### src/hdl/dtbp_pkg.sv
// dtbp_pkg: shared types and constants for the devicetree blob token parser.
// Used by the event channel interface and by every module of the block.
`timescale 1ns / 1ps
`default_nettype none

package dtbp_pkg;

    localparam logic [31:0] FDT_MAGIC      = 32'hd00dfeed;
    localparam logic [31:0] MIN_STRUCT_OFF = 32'd40;
    localparam logic [31:0] WORD_BYTES     = 32'd4;

    // header byte positions
    localparam logic [31:0] HDR_MAGIC_LAST   = 32'd3;
    localparam logic [31:0] HDR_STRUCT_LAST  = 32'd11;
    localparam logic [31:0] HDR_STRINGS_LAST = 32'd15;

    // byte positions relative to the token word
    localparam logic [31:0] REL_TOKEN_LAST   = 32'd3;
    localparam logic [31:0] REL_LENGTH_LAST  = 32'd7;
    localparam logic [31:0] REL_NAMEOFF_LAST = 32'd11;

    // structure block token codes
    localparam logic [31:0] TOK_BEGIN_NODE = 32'd1;
    localparam logic [31:0] TOK_END_NODE   = 32'd2;
    localparam logic [31:0] TOK_PROP       = 32'd3;
    localparam logic [31:0] TOK_NOP        = 32'd4;
    localparam logic [31:0] TOK_END        = 32'd9;

    typedef enum logic [2:0] {
        EV_BEGIN_NODE = 3'd0,
        EV_END_NODE   = 3'd1,
        EV_PROP       = 3'd2,
        EV_NOP        = 3'd3,
        EV_END        = 3'd4,
        EV_BAD_HEADER = 3'd5,
        EV_BAD_TOKEN  = 3'd6
    } event_kind_t;

    typedef enum logic [2:0] {
        PH_HEADER   = 3'd0,
        PH_WAIT     = 3'd1,
        PH_TOKEN    = 3'd2,
        PH_NAME     = 3'd3,
        PH_PROPHEAD = 3'd4,
        PH_DATA     = 3'd5,
        PH_ALIGN    = 3'd6,
        PH_DONE     = 3'd7
    } phase_t;

    typedef struct packed {
        phase_t      phase;
        logic [31:0] byte_pos;
        logic [31:0] word_shift;
        logic [31:0] struct_start;
        logic [31:0] strings_start;
        logic [31:0] token_off;
        logic [31:0] prop_len;
        logic [31:0] skip_rem;
    } parse_state_t;

    typedef struct packed {
        event_kind_t kind;
        logic [31:0] token_offset;
        logic [31:0] name_offset;
        logic [31:0] data_offset;
        logic [31:0] data_length;
        logic [31:0] token_value;
    } event_t;

endpackage

`default_nettype wire

### src/hdl/dtbp_step.sv
// dtbp_step: next-state and event logic for one accepted blob byte.
// Depends on dtbp_pkg.
`timescale 1ns / 1ps
`default_nettype none

module dtbp_step
    import dtbp_pkg::*;
(
    input  parse_state_t cur,
    input  logic [7:0]   blob_byte,
    output parse_state_t nxt,
    output logic         ev_valid,
    output event_t       ev
);

    always_comb
    begin
        logic        take;
        phase_t      ph;
        logic [31:0] pos;
        logic [31:0] tok;
        logic [31:0] shift;
        logic [31:0] rel;
        logic [31:0] skip_dec;

        nxt      = cur;
        ev_valid = 1'b0;
        ev       = '0;
        pos      = cur.byte_pos;
        ph       = cur.phase;
        tok      = cur.token_off;
        take     = 1'b1;
        shift    = {cur.word_shift[23:0], blob_byte};
        skip_dec = cur.skip_rem - 32'd1;

        // waiting phases hand over to token decode on the right byte
        if (ph == PH_WAIT)
        begin
            if (pos != cur.struct_start)
                take = 1'b0;
            else
            begin
                ph  = PH_TOKEN;
                tok = pos;
            end
        end
        else if (ph == PH_ALIGN)
        begin
            if (pos[1:0] != 2'd0)
                take = 1'b0;
            else
            begin
                ph  = PH_TOKEN;
                tok = pos;
            end
        end
        rel = pos - tok;

        if (cur.phase != PH_DONE)
        begin
            nxt.byte_pos = pos + 32'd1;
            if (take)
            begin
                nxt.phase      = ph;
                nxt.token_off  = tok;
                nxt.word_shift = shift;
                unique case (ph)
                    PH_HEADER:
                    begin
                        if (pos == HDR_MAGIC_LAST && shift != FDT_MAGIC)
                        begin
                            ev_valid  = 1'b1;
                            ev.kind   = EV_BAD_HEADER;
                            nxt.phase = PH_DONE;
                        end
                        else if (pos == HDR_STRUCT_LAST)
                        begin
                            nxt.struct_start = shift;
                            if (shift < MIN_STRUCT_OFF)
                            begin
                                ev_valid  = 1'b1;
                                ev.kind   = EV_BAD_HEADER;
                                nxt.phase = PH_DONE;
                            end
                        end
                        else if (pos == HDR_STRINGS_LAST)
                        begin
                            nxt.strings_start = shift;
                            nxt.phase         = PH_WAIT;
                        end
                    end
                    PH_TOKEN:
                    begin
                        if (rel == REL_TOKEN_LAST)
                        begin
                            ev.token_offset = tok;
                            ev.token_value  = shift;
                            case (shift)
                                TOK_BEGIN_NODE:
                                begin
                                    ev_valid       = 1'b1;
                                    ev.kind        = EV_BEGIN_NODE;
                                    ev.name_offset = tok + WORD_BYTES;
                                    nxt.phase      = PH_NAME;
                                end
                                TOK_END_NODE:
                                begin
                                    ev_valid  = 1'b1;
                                    ev.kind   = EV_END_NODE;
                                    nxt.phase = PH_ALIGN;
                                end
                                TOK_PROP:
                                begin
                                    nxt.phase = PH_PROPHEAD;
                                end
                                TOK_NOP:
                                begin
                                    ev_valid  = 1'b1;
                                    ev.kind   = EV_NOP;
                                    nxt.phase = PH_ALIGN;
                                end
                                TOK_END:
                                begin
                                    ev_valid  = 1'b1;
                                    ev.kind   = EV_END;
                                    nxt.phase = PH_DONE;
                                end
                                default:
                                begin
                                    ev_valid  = 1'b1;
                                    ev.kind   = EV_BAD_TOKEN;
                                    nxt.phase = PH_DONE;
                                end
                            endcase
                        end
                    end
                    PH_NAME:
                    begin
                        if (blob_byte == 8'd0)
                            nxt.phase = PH_ALIGN;
                    end
                    PH_PROPHEAD:
                    begin
                        if (rel == REL_LENGTH_LAST)
                            nxt.prop_len = shift;
                        else if (rel == REL_NAMEOFF_LAST)
                        begin
                            ev_valid        = 1'b1;
                            ev.kind         = EV_PROP;
                            ev.token_offset = tok;
                            ev.name_offset  = cur.strings_start + shift;
                            ev.data_offset  = pos + 32'd1;
                            ev.data_length  = cur.prop_len;
                            ev.token_value  = TOK_PROP;
                            nxt.skip_rem    = cur.prop_len;
                            nxt.phase = (cur.prop_len == 32'd0) ? PH_ALIGN : PH_DATA;
                        end
                    end
                    PH_DATA:
                    begin
                        nxt.skip_rem = skip_dec;
                        if (skip_dec == 32'd0)
                            nxt.phase = PH_ALIGN;
                    end
                    default:
                    begin
                        nxt.phase = PH_DONE;
                    end
                endcase
            end
        end
    end

endmodule

`default_nettype wire

### config.mk
export PLATFORM = sky130hd
export DESIGN_NAME = dtbp_step
export DESIGN_NICKNAME = d
export VERILOG_FILES = /design/src/hdl/dtbp_pkg.sv /design/src/hdl/dtbp_step.sv
export SDC_FILE = /design/constraint.sdc
export NUM_CORES = 1
export LEC_CHECK = 0
export BUFFER_PORTS_ARGS = -buffer_cell sky130_fd_sc_hd__buf_2
export CORE_AREA = 5 5 242 244
export DETAILED_ROUTE_END_ITERATION = 7
export DIE_AREA = 0 0 247 249
export PLACE_DENSITY = 0.53
export SYNTH_ARGS = -nofsm -noshare
export SYNTH_HDL_FRONTEND = slang
export SYNTH_SLANG_ARGS = --single-unit
### constraint.sdc
create_clock -name vclk -period 15.72
set_input_delay 3.144 -clock vclk [all_inputs]
set_output_delay 3.144 -clock vclk [all_outputs]
set_load 0.02 [all_outputs]
Yosys cells after proc, flatten, opt, wreduce, memory -nomap -nowiden:

Cells that the tools add are included.

* flip-flop bits (word level): 0
* input bits: 235
* output and inout bits: 391
* word-level logic and storage cells: 96

* $add $sub $neg: 5
* order comparisons: 1
* equality and inequality tests: 20
* muxes and demuxes: 62
* reductions and logical operators: 8

Operator list (number)
* $mux W163: 3
* $mux W32: 13
* $mux W227: 1
* $mux W192: 1
* $mux W64: 3
* $mux W162: 1
* $eq A32 B2 Y1 const B: 4
* $eq A32 B4 Y1 const B: 4
* $pmux W32 S2: 2
* $pmux W64 S2: 1
* $mux W67: 1
* $eq A32 B3 Y1 const B: 2
* $logic_not A32 Y1: 2
* $mux W3: 17
* $add A32 B1 Y32 const B: 1
* $add A32 B3 Y32 const B: 1
* $add A32 B32 Y32: 1
* $eq A32 B1 Y1 const B: 1
* $lt A32 B6 Y1 const B: 1
* $ne A32 B32 Y1: 1
* $ne A32 B32 Y1 const B: 1
* $sub A32 B1 Y32 const B: 1
* $sub A32 B32 Y32: 1
* $pmux W3 S3: 2
* 14 further kinds: 30

Longest topological paths before layout:

* depth after elaboration: 11
* depth in mapped cells: 33
* mapped depth without buffers: 23

Least setup slack after synthesis:

No wires, ideal clock.

* path kind: in2out
* start point: input port cur[192] in the netlist's numbering
* end point: output port ev[97] in the netlist's numbering
* data arrival time: 10018 ps
* required time: 12576 ps
* slack: 2558 ps
* stages on the path: 31
* buffers on the path: 9
* cell sequence: clkbuf_1 inv_1 ha_1 nand4b_1 and2_1 o31a_1 buf_6 buf_2 buf_2 buf_2 buf_1 buf_1 nand2_1 nand2_1 inv_1 ha_1 and3_1 a2111oi_0 nor2_1 nor2_1 or4_1 a311o_1 or4_1 nor2_1 nand4_1 nor4_1 and4_1 buf_2 nand2_1 clkbuf_1 o21ai_0

RTL lines
* from (decl): RTL line dtbp_step.sv:9 `input parse_state_t cur,`
* to (decl): RTL line dtbp_step.sv:13 `output event_t ev`

==> impl_results.md <==
* Run status: finished clean
* Worst relative slew slack at 9.959%
* WHS Path Cells at 3
* # hold bufs at CTS at 0
* Die Wd at 247 um
* Synth Cell Area at 0.01264 mm^2
* Syn nets at 2249
* Max FO, Critical Path at 80
* Slew Viols, Final at 0
* Die area at 0.06150 mm^2
* Most common cell after layout, fill and taps aside: buf_2
* Crit-path slowest cell: buf_4
* Met2 routed WL at 41140 um
* DR vias at 18700
* CP dominant cell by count: or4_1
* Worst min-delay path class: in2out
* # IOs at 626
* Layout cells sized above 1 at 33.15%
* HPWL after DPL at 82750 um
* WS Path Type: in2out
* Worst setup EP type: output port
* Peak VDD IR at 35.98 uV
* Fin. Hold Viols at 0
* Routed wire per std cell at 30.46 um
* Met3 WL at 11440 um
* Core Region at 0.05606 mm^2
* Total of max-cap violations at 0
* PortBufs at 626
* Sequential share of the synthesized area at 0%
* Via density at 5.738
* FF/Latch Area at 0 um^2
* Most frequent cells in the layout: buf_2, nor2_1, nand2_1
* Synth cell types at 89
* Starting Density at 22.55%
* Area delta synth->final at 29.66%
* Nets at 2780
* Power density cells at 35.41 mW/mm^2
* Fmax at 0.06882 GHz
* Site Rows at 87
* Tmin final at 14530 ps
* Area of placed instances at 0.01637 mm^2
* Met1 Routed Length at 42170 um
* Crit path largest cell delay at 760 ps
* GRT overflow at 0
* Max Used Layer: met5
* Initial antenna violation count at 18
* RSZ-0062 raised after global routing: false
* 1st-iter DRT viols at 2321
* WP data required at 12580 ps
* Layout Cells excl Fill at 3258
* Critical Path Start Type: primary input
* Critical Path AT at 11390 ps
* GP Congestion at 1.083
* First-pass GRT wire length at 135700 um
* Iteration count of the initial detailed-routing pass at 8
* Tcrit/Tclk final at 92.44%
* CTS resizes at 0
* Die height at 249 um
* Clock buffer count at 0
* Cells after Synth at 1966
* Final Util at 29.23%
* Residual DRC at 0
* Vias in the first global route at 17650
* Hold slack at 6662 ps
* Worst path cell trace: buf_2 > inv_1 > ha_1 > nand4b_1 > and2_1 > o31a_2 > buf_4 > mux2i_1 > ha_1 > and2_1 > nand2_1 > nand3_1 > o21ai_0 > or4_1 > a311o_1 > or4_1 > nor2_1 > nand4_1 > or4_1 > nor4_4 > buf_4 > nand2_1 > o211ai_1 > buf_2
* YS warnings at 0
* Worst Tran Pin Value at 1336 ps
* GRT Total Usage at 29.83%
* Largest net degree at the start of global routing at 81
* Sequential cell count at 0
* Setup bufs post-CTS at 0
* Wirelength, routed at 99250 um
* Antenna Nets Post-Route at 0
* Total negative slack at 0 ps
* Count of final setup violators at 0
* Leakage at 7.488 nW
* Avg Cell Area, Syn at 6.429 um^2
* Post-route cell area at 0.01639 mm^2
* Placed cell count at 3251
==> worst max-delay path, delay by kind of cell <==
family / cells / cell delay (ps)
multiplexers: 1 / 750
AND/OR/NAND/NOR: 12 / 3730
AO/OA/AOI/OAI: 4 / 1050
adder cells (fa/ha/maj): 2 / 740
buffers and inverters: 5 / 1930
==> logic make-up (layout without fill, tap and decap cells) <==
family / after synthesis / in the layout / synth area share [%]
muxes: 150 / 150 / 13.16
adders and majority gates: 58 / 58 / 5.603
xor gates and xnor gates: 182 / 182 / 12.61
AOI/OAI and AO/OA: 499 / 499 / 26.29
and+or+nand+nor: 876 / 876 / 35.43
buffers and inverters: 201 / 730 / 6.909
other: 0 / 7 / 0
==> area by class of cell <==
type,count,area [um^2]
tap,756,945.9
fill,6443,39670
inverter,72,270.3
antenna,7,17.52
multi-input combinational,1765,11780
timing repair buffer,658,3373
==> report_power, final <==
group | internal, mW | switching, mW | total (mW)
Combinational | 0.184 | 0.396 | 0.580
Clock | 0.0000000340 | 0 | 0.0000000340
Sequential | 0 | 0 | 0
Total | 0.184 | 0.396 | 0.580
==> routing by layer <==
layer,vias to the layer above,global-route usage [%]
li1,8287,-
met2,1276,44.58
met3,212,8.938
met1,8911,40.94
met5,-,0
met4,10,9.565
==> synth_stat cells, types with 46 or more instances <==
cell	number	share of area, %
nor2_1	220	6.5
nor3_1	74	2.9
inv_1	70	2.1
clkbuf_1	67	2.0
ha_1	47	4.7
xnor2_1	106	7.3
nand3_1	72	2.9
nor4_1	46	2.3
mux2_2	129	11
a21oi_1	109	4.3
o21ai_0	110	4.4
and2_1	75	3.7
xor2_1	76	5.3
nand2_1	171	5.1
==> worst paths after layout <==
check | to | start | slack (ps)
worst max-delay path | nxt[225] | cur[192] | 1190
worst min-delay path | nxt[104] | cur[104] | 6660
==> per-stage QoR <==
| stage | worst slack (ps) | power (mW) |
|---|---|---|
| 6_report | 1189 | 0.5803 |
| 5_1_grt | 872.3 | 0.6062 |
| 4_1_cts | 1401 | 0.5636 |
| 3_5_place_dp | 1422 | 0.5606 |
| 3_3_place_gp | 1487 | 0.5660 |
| 2_1_floorplan | 2558 | 0.3235 |
Power figures use the tool's default switching activity.
